===== config.mk =====
export PLATFORM = sky130hd
export DESIGN_NAME = sorted_timer_queue
export DESIGN_NICKNAME = d
export VERILOG_FILES = /design/src/stq_pkg.sv /design/src/stq_store.sv /design/src/sorted_timer_queue.sv
export SDC_FILE = /design/constraint.sdc
export NUM_CORES = 2
export LEC_CHECK = 0
export ABC_AREA = 1
export BUFFER_PORTS_ARGS = -buffer_cell sky130_fd_sc_hd__buf_2
export CORE_MARGIN = 5
export CORE_UTILIZATION = 43
export CTS_BUF_LIST = sky130_fd_sc_hd__clkbuf_4 sky130_fd_sc_hd__clkbuf_8 sky130_fd_sc_hd__clkbuf_16
export DETAILED_ROUTE_END_ITERATION = 7
export SYNTH_ARGS = -nofsm -noshare
export SYNTH_HDL_FRONTEND = slang
export SYNTH_SLANG_ARGS = --single-unit

===== constraint.sdc =====
create_clock -name clock -period 10.85 [get_ports clock]
set_input_delay 0.5425 -clock clock [delete_from_list [all_inputs] [get_ports clock]]
set_output_delay 0.5425 -clock clock [all_outputs]
set_load 0.05 [all_outputs]

===== src/stq_pkg.sv =====
// ----------------------------------------------------------------------------
// stq_pkg
// shared types, codes and constants of the sorted timer queue
// ----------------------------------------------------------------------------
package stq_pkg;

   localparam int TIMERS = 32;
   localparam int QUEUES = 16;
   localparam int SLOT_W = $clog2(TIMERS);

   localparam logic [31:0] SENTINEL_DL = 32'hFFFF_FFFF;

   localparam logic [1:0] ST_FREE  = 2'd0;
   localparam logic [1:0] ST_ALLOC = 2'd1;
   localparam logic [1:0] ST_RUN   = 2'd2;

   localparam logic [2:0] OP_ALLOC      = 3'd0;
   localparam logic [2:0] OP_FREE       = 3'd1;
   localparam logic [2:0] OP_BIND       = 3'd2;
   localparam logic [2:0] OP_ARM        = 3'd3;
   localparam logic [2:0] OP_TICK       = 3'd4;
   localparam logic [2:0] OP_CANCEL     = 3'd5;
   localparam logic [2:0] OP_CANCEL_ALL = 3'd6;

   localparam logic [1:0] KIND_REPLY  = 2'd0;
   localparam logic [1:0] KIND_EXPIRY = 2'd1;
   localparam logic [1:0] KIND_END    = 2'd2;

   typedef struct packed {
      logic [1:0]        status;
      logic [31:0]       deadline;
      logic [SLOT_W-1:0] nxt;
      logic [3:0]        queue;
      logic [31:0]       msg;
      logic              cflag;
   } rec_type;

   typedef struct packed {
      logic              we;
      logic [SLOT_W-1:0] waddr;
      rec_type           wrec;
      logic              re;
      logic [SLOT_W-1:0] raddr;
   } mem_req_type;

   function automatic rec_type reset_rec(input logic [SLOT_W-1:0] idx);
      rec_type r;
      r = '0;
      if (idx == '0) begin
         r.status   = ST_RUN;
         r.deadline = SENTINEL_DL;
      end
      return r;
   endfunction

endpackage


===== src/stq_store.sv =====
// ----------------------------------------------------------------------------
// stq_store
// timer record memory, one write and one registered read per cycle
// ----------------------------------------------------------------------------
module stq_store (
   input  logic                clock,
   input  logic                reset,
   input  stq_pkg::mem_req_type mreq,
   output stq_pkg::rec_type    rd_rec
);

   stq_pkg::rec_type                   mem_ff [stq_pkg::TIMERS];
   stq_pkg::rec_type                   rdq_ff;
   logic [stq_pkg::TIMERS-1:0]         valid_ff;
   logic                               rdv_ff;
   logic [stq_pkg::SLOT_W-1:0]         rda_ff;

   always_ff @(posedge clock) begin
      if (mreq.we) begin
         mem_ff[mreq.waddr] <= mreq.wrec;
      end
      if (mreq.re) begin
         rdq_ff <= mem_ff[mreq.raddr];
         rda_ff <= mreq.raddr;
      end
   end

   always_ff @(posedge clock) begin
      if (reset) begin
         valid_ff <= '0;
         rdv_ff   <= 1'b0;
      end else begin
         if (mreq.re) begin
            rdv_ff <= valid_ff[mreq.raddr];
         end
         if (mreq.we) begin
            valid_ff[mreq.waddr] <= 1'b1;
         end
      end
   end

   assign rd_rec = rdv_ff ? rdq_ff : stq_pkg::reset_rec(rda_ff);

endmodule


===== src/sorted_timer_queue.sv =====
// ----------------------------------------------------------------------------
// sorted_timer_queue
// pool of timers kept as a deadline-sorted linked list in a record memory
// ----------------------------------------------------------------------------
// usage: one request at a time enters on req_*, operation code in req_tuser.
// each command gives one reply (kind 0); a tick gives one expiry message per
// expired timer other than the task timer, in deadline order, then a tick end
// carrying the switch flag. rsp_tlast marks the final result of a request.
// alloc and cancel all scan slots 1..31, one per cycle; cancel all also walks
// the list for each running timer that it removes. arm, cancel and free walk
// the list, one node per cycle. a tick that finds nothing expired goes straight
// to the tick end, else it walks the expired timers from the head. the record
// memory does one read and one write a cycle, with a registered read.
// req_tready is high only between requests.
// reset: synchronous; the list holds only the sentinel in slot 0, tick count
// zero, task timer none. memory entries read as their reset value until
// first written, through per-entry valid bits, so no clearing pass is needed.
// stall: results sit in one output register; the walk pauses while it is full.
// ----------------------------------------------------------------------------
module sorted_timer_queue (
   input  logic        clock,
   input  logic        reset,
   input  logic        req_tvalid,
   output logic        req_tready,
   input  logic [79:0] req_tdata,   // slot, queue_id, message, delay, auto_cancel
   input  logic [2:0]  req_tuser,   // operation
   output logic        rsp_tvalid,
   input  logic        rsp_tready,
   output logic [47:0] rsp_tdata,   // slot_out, ok, dest_queue, payload, switch_flag
   output logic [1:0]  rsp_tuser,   // kind
   output logic        rsp_tlast,
   input  logic        csr_wr_en,
   input  logic [5:0]  csr_wr_data
);

   localparam int SW = stq_pkg::SLOT_W;
   localparam logic [SW-1:0] LAST_SLOT = SW'(stq_pkg::TIMERS - 1);
   localparam logic [SW-1:0] FIRST_SLOT = SW'(1);

   localparam logic [3:0] S_IDLE   = 4'd0;
   localparam logic [3:0] S_A_CHK  = 4'd1;
   localparam logic [3:0] S_S_CHK  = 4'd2;
   localparam logic [3:0] S_U_CHK  = 4'd3;
   localparam logic [3:0] S_U_HD   = 4'd4;
   localparam logic [3:0] S_U_WR   = 4'd5;
   localparam logic [3:0] S_I_PCHK = 4'd6;
   localparam logic [3:0] S_I_TCHK = 4'd7;
   localparam logic [3:0] S_I_W2   = 4'd8;
   localparam logic [3:0] S_T_CHK  = 4'd9;
   localparam logic [3:0] S_T_END  = 4'd10;
   localparam logic [3:0] S_C_CHK  = 4'd11;
   localparam logic [3:0] S_REPLY  = 4'd12;

   logic [3:0]        state_ff, state_in;
   logic [5:0]        tts_ff;
   logic [31:0]       tick_ff, tick_in;
   logic [31:0]       earliest_ff, earliest_in;
   logic [SW-1:0]     head_ff, head_in;
   logic [2:0]        op_ff, op_in;
   logic [SW-1:0]     s_ff, s_in;
   logic [3:0]        q_ff, q_in;
   logic [31:0]       msg_ff, msg_in;
   logic [31:0]       dly_ff, dly_in;
   logic              ac_ff, ac_in;
   logic [SW-1:0]     cur_ff, cur_in;
   logic [SW-1:0]     wk_ff, wk_in;
   logic [SW-1:0]     t_ff, t_in;
   logic [SW-1:0]     u_ff, u_in;
   logic [1:0]        fin_ff, fin_in;
   logic              ok_ff, ok_in;
   logic [SW-1:0]     sout_ff, sout_in;
   logic              ts_ff, ts_in;
   logic              any_ff, any_in;
   stq_pkg::rec_type  srec_ff, srec_in;
   stq_pkg::rec_type  prev_ff, prev_in;

   logic              out_v_ff, out_v_in;
   logic [1:0]        out_kind_ff, out_kind_in;
   logic [SW-1:0]     out_slot_ff, out_slot_in;
   logic              out_ok_ff, out_ok_in;
   logic [3:0]        out_q_ff, out_q_in;
   logic [31:0]       out_pay_ff, out_pay_in;
   logic              out_ts_ff, out_ts_in;
   logic              out_last_ff, out_last_in;

   stq_pkg::mem_req_type mreq;
   stq_pkg::rec_type     rdat;
   stq_pkg::rec_type     wtmp;
   logic                 can_emit;
   logic                 match;
   logic [31:0]          dl;

   stq_store u_store (
      .clock  (clock),
      .reset  (reset),
      .mreq   (mreq),
      .rd_rec (rdat)
   );

   assign can_emit   = !out_v_ff || rsp_tready;
   assign req_tready = (state_ff == S_IDLE);
   assign dl         = dly_ff + tick_ff;
   assign match      = (rdat.status != stq_pkg::ST_FREE) && rdat.cflag && (rdat.queue == q_ff);

   always_comb begin
      state_in    = state_ff;
      tick_in     = tick_ff;
      earliest_in = earliest_ff;
      head_in     = head_ff;
      op_in       = op_ff;
      s_in        = s_ff;
      q_in        = q_ff;
      msg_in      = msg_ff;
      dly_in      = dly_ff;
      ac_in       = ac_ff;
      cur_in      = cur_ff;
      wk_in       = wk_ff;
      t_in        = t_ff;
      u_in        = u_ff;
      fin_in      = fin_ff;
      ok_in       = ok_ff;
      sout_in     = sout_ff;
      ts_in       = ts_ff;
      any_in      = any_ff;
      srec_in     = srec_ff;
      prev_in     = prev_ff;
      out_v_in    = out_v_ff && !rsp_tready;
      out_kind_in = out_kind_ff;
      out_slot_in = out_slot_ff;
      out_ok_in   = out_ok_ff;
      out_q_in    = out_q_ff;
      out_pay_in  = out_pay_ff;
      out_ts_in   = out_ts_ff;
      out_last_in = out_last_ff;
      mreq        = '0;
      wtmp        = rdat;

      unique case (state_ff)
         S_IDLE: begin
            if (req_tvalid) begin
               op_in   = req_tuser;
               s_in    = req_tdata[4:0];
               q_in    = req_tdata[8:5];
               msg_in  = req_tdata[40:9];
               dly_in  = req_tdata[72:41];
               ac_in   = req_tdata[73];
               ok_in   = 1'b0;
               sout_in = '0;
               ts_in   = 1'b0;
               any_in  = 1'b0;
               priority case (req_tuser)
                  stq_pkg::OP_ALLOC, stq_pkg::OP_CANCEL_ALL: begin
                     cur_in     = FIRST_SLOT;
                     mreq.re    = 1'b1;
                     mreq.raddr = FIRST_SLOT;
                     state_in   = (req_tuser == stq_pkg::OP_ALLOC) ? S_A_CHK : S_C_CHK;
                  end
                  stq_pkg::OP_FREE, stq_pkg::OP_BIND, stq_pkg::OP_ARM,
                  stq_pkg::OP_CANCEL: begin
                     if (req_tdata[4:0] != '0) begin
                        mreq.re    = 1'b1;
                        mreq.raddr = req_tdata[4:0];
                        state_in   = S_S_CHK;
                     end else begin
                        state_in = S_REPLY;
                     end
                  end
                  stq_pkg::OP_TICK: begin
                     tick_in = tick_ff + 32'd1;
                     if (earliest_ff <= tick_ff + 32'd1) begin
                        wk_in      = head_ff;
                        mreq.re    = 1'b1;
                        mreq.raddr = head_ff;
                        state_in   = S_T_CHK;
                     end else begin
                        state_in = S_T_END;
                     end
                  end
                  default: state_in = S_REPLY;
               endcase
            end
         end

         S_A_CHK: begin
            if (rdat.status == stq_pkg::ST_FREE) begin
               wtmp.status = stq_pkg::ST_ALLOC;
               wtmp.cflag  = 1'b0;
               mreq.we     = 1'b1;
               mreq.waddr  = cur_ff;
               mreq.wrec   = wtmp;
               ok_in       = 1'b1;
               sout_in     = cur_ff;
               state_in    = S_REPLY;
            end else if (cur_ff == LAST_SLOT) begin
               state_in = S_REPLY;
            end else begin
               cur_in     = cur_ff + FIRST_SLOT;
               mreq.re    = 1'b1;
               mreq.raddr = cur_ff + FIRST_SLOT;
            end
         end

         S_S_CHK: begin
            unique case (op_ff)
               stq_pkg::OP_BIND: begin
                  if (int'(q_ff) < stq_pkg::QUEUES) begin
                     wtmp.queue = q_ff;
                     wtmp.msg   = msg_ff;
                     wtmp.cflag = ac_ff;
                     mreq.we    = 1'b1;
                     mreq.waddr = s_ff;
                     mreq.wrec  = wtmp;
                     ok_in      = 1'b1;
                  end
                  state_in = S_REPLY;
               end
               stq_pkg::OP_ARM: begin
                  if (rdat.status == stq_pkg::ST_ALLOC) begin
                     wtmp.status   = stq_pkg::ST_RUN;
                     wtmp.deadline = dl;
                     ok_in         = 1'b1;
                     if (dl <= earliest_ff) begin
                        wtmp.nxt    = head_ff;
                        head_in     = s_ff;
                        earliest_in = dl;
                        mreq.we     = 1'b1;
                        mreq.waddr  = s_ff;
                        mreq.wrec   = wtmp;
                        state_in    = S_REPLY;
                     end else begin
                        srec_in    = wtmp;
                        wk_in      = head_ff;
                        mreq.re    = 1'b1;
                        mreq.raddr = head_ff;
                        state_in   = S_I_PCHK;
                     end
                  end else begin
                     state_in = S_REPLY;
                  end
               end
               default: begin
                  if (rdat.status == stq_pkg::ST_RUN) begin
                     u_in    = s_ff;
                     srec_in = rdat;
                     fin_in  = (op_ff == stq_pkg::OP_FREE) ? stq_pkg::ST_FREE
                                                            : stq_pkg::ST_ALLOC;
                     mreq.re = 1'b1;
                     if (s_ff == head_ff) begin
                        head_in    = rdat.nxt;
                        mreq.raddr = rdat.nxt;
                        state_in   = S_U_HD;
                     end else begin
                        wk_in      = head_ff;
                        mreq.raddr = head_ff;
                        state_in   = S_U_CHK;
                     end
                  end else begin
                     if (op_ff == stq_pkg::OP_FREE) begin
                        wtmp.status = stq_pkg::ST_FREE;
                        mreq.we     = 1'b1;
                        mreq.waddr  = s_ff;
                        mreq.wrec   = wtmp;
                        ok_in       = 1'b1;
                     end
                     state_in = S_REPLY;
                  end
               end
            endcase
         end

         S_U_CHK: begin
            if (rdat.nxt == u_ff) begin
               wtmp.nxt   = srec_ff.nxt;
               mreq.we    = 1'b1;
               mreq.waddr = wk_ff;
               mreq.wrec  = wtmp;
               state_in   = S_U_WR;
            end else if (wk_ff == '0) begin
               state_in = S_U_WR;
            end else begin
               wk_in      = rdat.nxt;
               mreq.re    = 1'b1;
               mreq.raddr = rdat.nxt;
            end
         end

         S_U_HD: begin
            earliest_in = rdat.deadline;
            state_in    = S_U_WR;
         end

         S_U_WR: begin
            wtmp        = srec_ff;
            wtmp.status = fin_ff;
            mreq.we     = 1'b1;
            mreq.waddr  = u_ff;
            mreq.wrec   = wtmp;
            ok_in       = 1'b1;
            if (op_ff == stq_pkg::OP_CANCEL_ALL && cur_ff != LAST_SLOT) begin
               cur_in     = cur_ff + FIRST_SLOT;
               mreq.re    = 1'b1;
               mreq.raddr = cur_ff + FIRST_SLOT;
               state_in   = S_C_CHK;
            end else begin
               state_in = S_REPLY;
            end
         end

         S_I_PCHK: begin
            prev_in    = rdat;
            t_in       = rdat.nxt;
            mreq.re    = 1'b1;
            mreq.raddr = rdat.nxt;
            state_in   = S_I_TCHK;
         end

         S_I_TCHK: begin
            if (t_ff == '0 || srec_ff.deadline <= rdat.deadline) begin
               wtmp       = prev_ff;
               wtmp.nxt   = s_ff;
               mreq.we    = 1'b1;
               mreq.waddr = wk_ff;
               mreq.wrec  = wtmp;
               srec_in.nxt = t_ff;
               state_in   = S_I_W2;
            end else begin
               wk_in      = t_ff;
               prev_in    = rdat;
               t_in       = rdat.nxt;
               mreq.re    = 1'b1;
               mreq.raddr = rdat.nxt;
            end
         end

         S_I_W2: begin
            mreq.we    = 1'b1;
            mreq.waddr = s_ff;
            mreq.wrec  = srec_ff;
            state_in   = S_REPLY;
         end

         S_T_CHK: begin
            if (wk_ff == '0 || rdat.deadline > tick_ff) begin
               head_in     = wk_ff;
               earliest_in = rdat.deadline;
               state_in    = S_T_END;
            end else if (6'(wk_ff) == tts_ff || can_emit) begin
               wtmp.status = stq_pkg::ST_ALLOC;
               mreq.we     = 1'b1;
               mreq.waddr  = wk_ff;
               mreq.wrec   = wtmp;
               wk_in       = rdat.nxt;
               mreq.re     = 1'b1;
               mreq.raddr  = rdat.nxt;
               if (6'(wk_ff) == tts_ff) begin
                  ts_in = 1'b1;
               end else begin
                  out_v_in    = 1'b1;
                  out_kind_in = stq_pkg::KIND_EXPIRY;
                  out_slot_in = wk_ff;
                  out_ok_in   = 1'b0;
                  out_q_in    = rdat.queue;
                  out_pay_in  = rdat.msg;
                  out_ts_in   = 1'b0;
                  out_last_in = 1'b0;
               end
            end
         end

         S_T_END: begin
            if (can_emit) begin
               out_v_in    = 1'b1;
               out_kind_in = stq_pkg::KIND_END;
               out_slot_in = '0;
               out_ok_in   = 1'b0;
               out_q_in    = '0;
               out_pay_in  = '0;
               out_ts_in   = ts_ff;
               out_last_in = 1'b1;
               state_in    = S_IDLE;
            end
         end

         S_C_CHK: begin
            if (match) begin
               any_in = 1'b1;
            end
            if (match && rdat.status == stq_pkg::ST_RUN) begin
               u_in    = cur_ff;
               srec_in = rdat;
               fin_in  = stq_pkg::ST_FREE;
               mreq.re = 1'b1;
               if (cur_ff == head_ff) begin
                  head_in    = rdat.nxt;
                  mreq.raddr = rdat.nxt;
                  state_in   = S_U_HD;
               end else begin
                  wk_in      = head_ff;
                  mreq.raddr = head_ff;
                  state_in   = S_U_CHK;
               end
            end else begin
               if (match) begin
                  wtmp.status = stq_pkg::ST_FREE;
                  mreq.we     = 1'b1;
                  mreq.waddr  = cur_ff;
                  mreq.wrec   = wtmp;
               end
               if (cur_ff == LAST_SLOT) begin
                  ok_in    = any_ff || match;
                  state_in = S_REPLY;
               end else begin
                  cur_in     = cur_ff + FIRST_SLOT;
                  mreq.re    = 1'b1;
                  mreq.raddr = cur_ff + FIRST_SLOT;
               end
            end
         end

         S_REPLY: begin
            if (can_emit) begin
               out_v_in    = 1'b1;
               out_kind_in = stq_pkg::KIND_REPLY;
               out_slot_in = sout_ff;
               out_ok_in   = ok_ff;
               out_q_in    = '0;
               out_pay_in  = '0;
               out_ts_in   = 1'b0;
               out_last_in = 1'b1;
               state_in    = S_IDLE;
            end
         end

         default: state_in = S_IDLE;
      endcase
   end

   always_ff @(posedge clock) begin
      if (reset) begin
         state_ff    <= S_IDLE;
         tts_ff      <= 6'd32;
         tick_ff     <= '0;
         earliest_ff <= stq_pkg::SENTINEL_DL;
         head_ff     <= '0;
         out_v_ff    <= 1'b0;
      end else begin
         state_ff    <= state_in;
         if (csr_wr_en) begin
            tts_ff <= csr_wr_data;
         end
         tick_ff     <= tick_in;
         earliest_ff <= earliest_in;
         head_ff     <= head_in;
         out_v_ff    <= out_v_in;
      end
   end

   always_ff @(posedge clock) begin
      op_ff       <= op_in;
      s_ff        <= s_in;
      q_ff        <= q_in;
      msg_ff      <= msg_in;
      dly_ff      <= dly_in;
      ac_ff       <= ac_in;
      cur_ff      <= cur_in;
      wk_ff       <= wk_in;
      t_ff        <= t_in;
      u_ff        <= u_in;
      fin_ff      <= fin_in;
      ok_ff       <= ok_in;
      sout_ff     <= sout_in;
      ts_ff       <= ts_in;
      any_ff      <= any_in;
      srec_ff     <= srec_in;
      prev_ff     <= prev_in;
      out_kind_ff <= out_kind_in;
      out_slot_ff <= out_slot_in;
      out_ok_ff   <= out_ok_in;
      out_q_ff    <= out_q_in;
      out_pay_ff  <= out_pay_in;
      out_ts_ff   <= out_ts_in;
      out_last_ff <= out_last_in;
   end

   assign rsp_tvalid = out_v_ff;
   assign rsp_tuser  = out_kind_ff;
   assign rsp_tlast  = out_last_ff;
   assign rsp_tdata  = {5'd0, out_ts_ff, out_pay_ff, out_q_ff, out_ok_ff, out_slot_ff};

   // empty list means the sentinel deadline is the earliest one
   a_head_sentinel: assert property (@(posedge clock) disable iff (reset)
      (state_ff == S_IDLE && head_ff == '0) |-> earliest_ff == stq_pkg::SENTINEL_DL)
      else $error("earliest deadline out of step with empty list");

   a_no_rw_clash: assert property (@(posedge clock) disable iff (reset)
      (mreq.we && mreq.re) |-> mreq.waddr != mreq.raddr)
      else $error("record read and write hit the same entry");

   a_busy_after_req: assert property (@(posedge clock) disable iff (reset)
      (req_tvalid && req_tready) |=> state_ff != S_IDLE)
      else $error("request accepted without work started");

endmodule

==> impl_metrics.env <==
export IMPL_cp_start_kind="flip-flop"
export IMPL_grt_use_total_pct=24.8
export IMPL_irDropWorstVdd_v=0.000334
export IMPL_power_leakage_uw=0.0501
export IMPL_rsz0062_at_grt="no"
export IMPL_cts_tree="done"
export IMPL_rr_startpoint="tick_ff[2]"
export IMPL_drt_initial_drc_count=10200
export IMPL_cts_root_buf="clkbuf_16"
export IMPL_cts_sinks=2925
export IMPL_drt_wl_total_mm=383
export IMPL_drive_gt1_share_pct=9.82
export IMPL_vias_per_cell=5.81
export IMPL_startpoint="tick_ff[2]"
export IMPL_dr_pass1_iters=6
export IMPL_ys_ff_latch=2925
export IMPL_crit_type="reg2reg"
export IMPL_synth_top_flop_cell="edfxtp_1"
export IMPL_core_area_um2=287000
export IMPL_register_area_um2=86700
export IMPL_setup_violations=0
export IMPL_critPathRequiredTime_ns=11.60
export IMPL_cts_setup_buffers=0
export IMPL_htree_levels=5
export IMPL_cts_resized=0
export IMPL_skew_ns=0.0592
export IMPL_path_clk_slew_ns=0.06
export IMPL_path_delay_family="simple AND/OR/NAND/NOR gates"
export IMPL_vias=85500
export IMPL_synth_area_um2=124000
export IMPL_power_uw=36300
export IMPL_rows=197
export IMPL_ctsLongestPathBuffers=4
export IMPL_globalRouteOverflowTotal=0
export IMPL_crit_slowest_cell="inv_8"
export IMPL_drc=0
export IMPL_io_buffers=135
export IMPL_layoutNonFillerInstCount=14700
export IMPL_placed_cells=14100
export IMPL_power_density_nw_per_um2=258
export IMPL_end_kind="flip-flop"
export IMPL_drv_cap=0
export IMPL_die_x_um=547
export IMPL_ys_types=64
export IMPL_crit_buf_inv=2
export IMPL_grt_max_degree=216
export IMPL_area_growth_pct=13.5
export IMPL_slew_headroom_pct=9.29
export IMPL_start_util_pct=43.1
export IMPL_layout_commonest_cell="edfxtp_1"
export IMPL_arrival_ns=9.71
export IMPL_holdCritStartpoint="csr_wr_en"
export IMPL_gp_congestion=0.908
export IMPL_antenna_found_initial=14
export IMPL_ios=147
export IMPL_hpwl_mm=203
export IMPL_multi_input_area_um2=33300
export IMPL_die_height_um=547
export IMPL_syn_instance_count=10500
export IMPL_yosysWarnings=0
export IMPL_status="finished clean"
export IMPL_tns_ns=0
export IMPL_hold_class="in2reg"
export IMPL_synth_edf_count=2812
export IMPL_cpPeakStageDelay_ns=0.78
export IMPL_wire_per_inst_um=26.1
export IMPL_final_nets=11000
export IMPL_fin_crit_sh_pct=82.7
export IMPL_clkLatencyLatePin_ns=0.90
export IMPL_crit_top_cell="nand2_1"
export IMPL_synth_top_cell_area_share_pct=68.2
export IMPL_postRouteAntennaNets=0
export IMPL_fin_crit_ns=8.97
export IMPL_drv_slew=0
export IMPL_synth_area_top_cells="edfxtp_1 (68%), nand2_1 (6.8%), nand3_1 (6.6%)"
export IMPL_path_max_fanout=131
export IMPL_worst_pin_slew_ns=1.36
export IMPL_yosys_area_top_type="edfxtp_1"
export IMPL_cts_buffers=308
export IMPL_max_freq_ghz=0.111
export IMPL_post_route_util_pct=48.9
export IMPL_design_die_area_um2=299000
export IMPL_grt_pass1_wl_mm=554
export IMPL_async_reset_ff_share_pct=0
export IMPL_fillers=25000
export IMPL_synth_avg_cell_area_um2=11.8
export IMPL_hold_viol=0
export IMPL_seq_area_frac_synth_pct=70.0
export IMPL_mostFrequentLayoutCells="edfxtp_1 (2812), nand2_1 (2245), nand3_1 (1635)"
export IMPL_grt_pass1_vias=80400
## kinds of logic after synthesis
group / Yosys count / synth area share (%)
simple gates: 4996 / 17.5
fa+ha+maj: 163 / 1.65
compound gates: 1323 / 6.75
xor+xnor: 65 / 0.460
buf+inv: 1058 / 3.59
flops: 2925 / 70.0
other cells: 1 / 0.00303
## timing repair
action | 4_1_cts | 5_1_grt
endpoints found under the hold margin | 84 | 0
setup endpoints to repair | 0 | 0
hold buffers | 88 | 0
## worst paths after layout
path / endpoint / slack (ns) / cells after the start
max: u_store.rdq_ff[28] / 1.88 / 32
min: tts_ff[0] / 0.08 / 3
max reg2reg: u_store.rdq_ff[28] / 1.88 / 32
min reg2reg: u_store.valid_ff[27] / 0.47 / 2
## flip-flops by register name, indices dropped and copies added (netlist names), 6 cells and up
register          flops
u_store.valid_ff     32
u_store.rdq_ff       76
u_store.mem_ff     2432
tts_ff                6
msg_ff               32
out_pay_ff           32
tick_ff              32
dly_ff               32
prev_ff              71
earliest_ff          32
srec_ff              76
## report_power, final
group          switching (uW)  internal [uW]
logic                    7750           2650
clock network            4400           6050
registers                 569          14900
## layout make-up
type                            instances  area share [%]
Inverter                              433            1.18
Multi-Input combinational cell       6552            23.7
Sequential cell                      2925            61.7
Clock inverter                        176            1.11
Tap cell                             3781            3.37
Antenna cell                            4         0.00712
Clock buffer                          371            5.97
Timing Repair Buffer                  473            2.98
## layer usage
metal	global-route usage [%]	up-vias	share of wire, %
li1	-	38100	-
met1	36.0	42500	42
met4	7.79	2	3.2
met5	0	-	0.0031
met2	38.5	4268	45
met3	3.92	676	9.6
## metrics by stage
stage	instance area, um2	hold slack [ns]	setup slack [ns]
floorplan	124000	0.430	2.65
CTS	141000	0.0319	1.88
global placement	130000	0.449	2.03
detailed placement	130000	0.460	1.94
global route	141000	0.124	1.18
finish	141000	0.0816	1.88
## cells in the mapped netlist, drive strengths merged (2+ instances only)
| library cell | count |
|---|---|
| edfxtp | 2812 |
| nand2 | 2255 |
| nand3 | 1640 |
| nor2 | 745 |
| o21ai | 504 |
| o211ai | 470 |
| inv | 427 |
| buf | 323 |
| clkbuf | 302 |
| or2 | 267 |
| a21oi | 182 |
| ha | 162 |
| dfxtp | 113 |
| xor2 | 56 |
| nand4 | 46 |
| o2111ai | 30 |
| nor3 | 29 |
| a22o | 21 |
| o22ai | 16 |
| a221oi | 13 |
| o221ai | 12 |
| a31oi | 11 |
| o21a | 10 |
| xnor2 | 9 |
| a2111o | 8 |
| nor4 | 8 |
| a211oi | 7 |
| a22oi | 6 |
| clkinv | 6 |
| o21bai | 6 |
| o31ai | 5 |
| nand3b | 4 |
| a21o | 3 |
| o2bb2ai | 3 |
| o311ai | 3 |
| a2111oi | 2 |
| o32ai | 2 |
| o41ai | 2 |
## tightest hold or removal path: stages
cell and delay (ns):
buf_2 0.13, o21ai_0 0.10, nor2_1 0.12
Power figures use the tool's default switching activity.
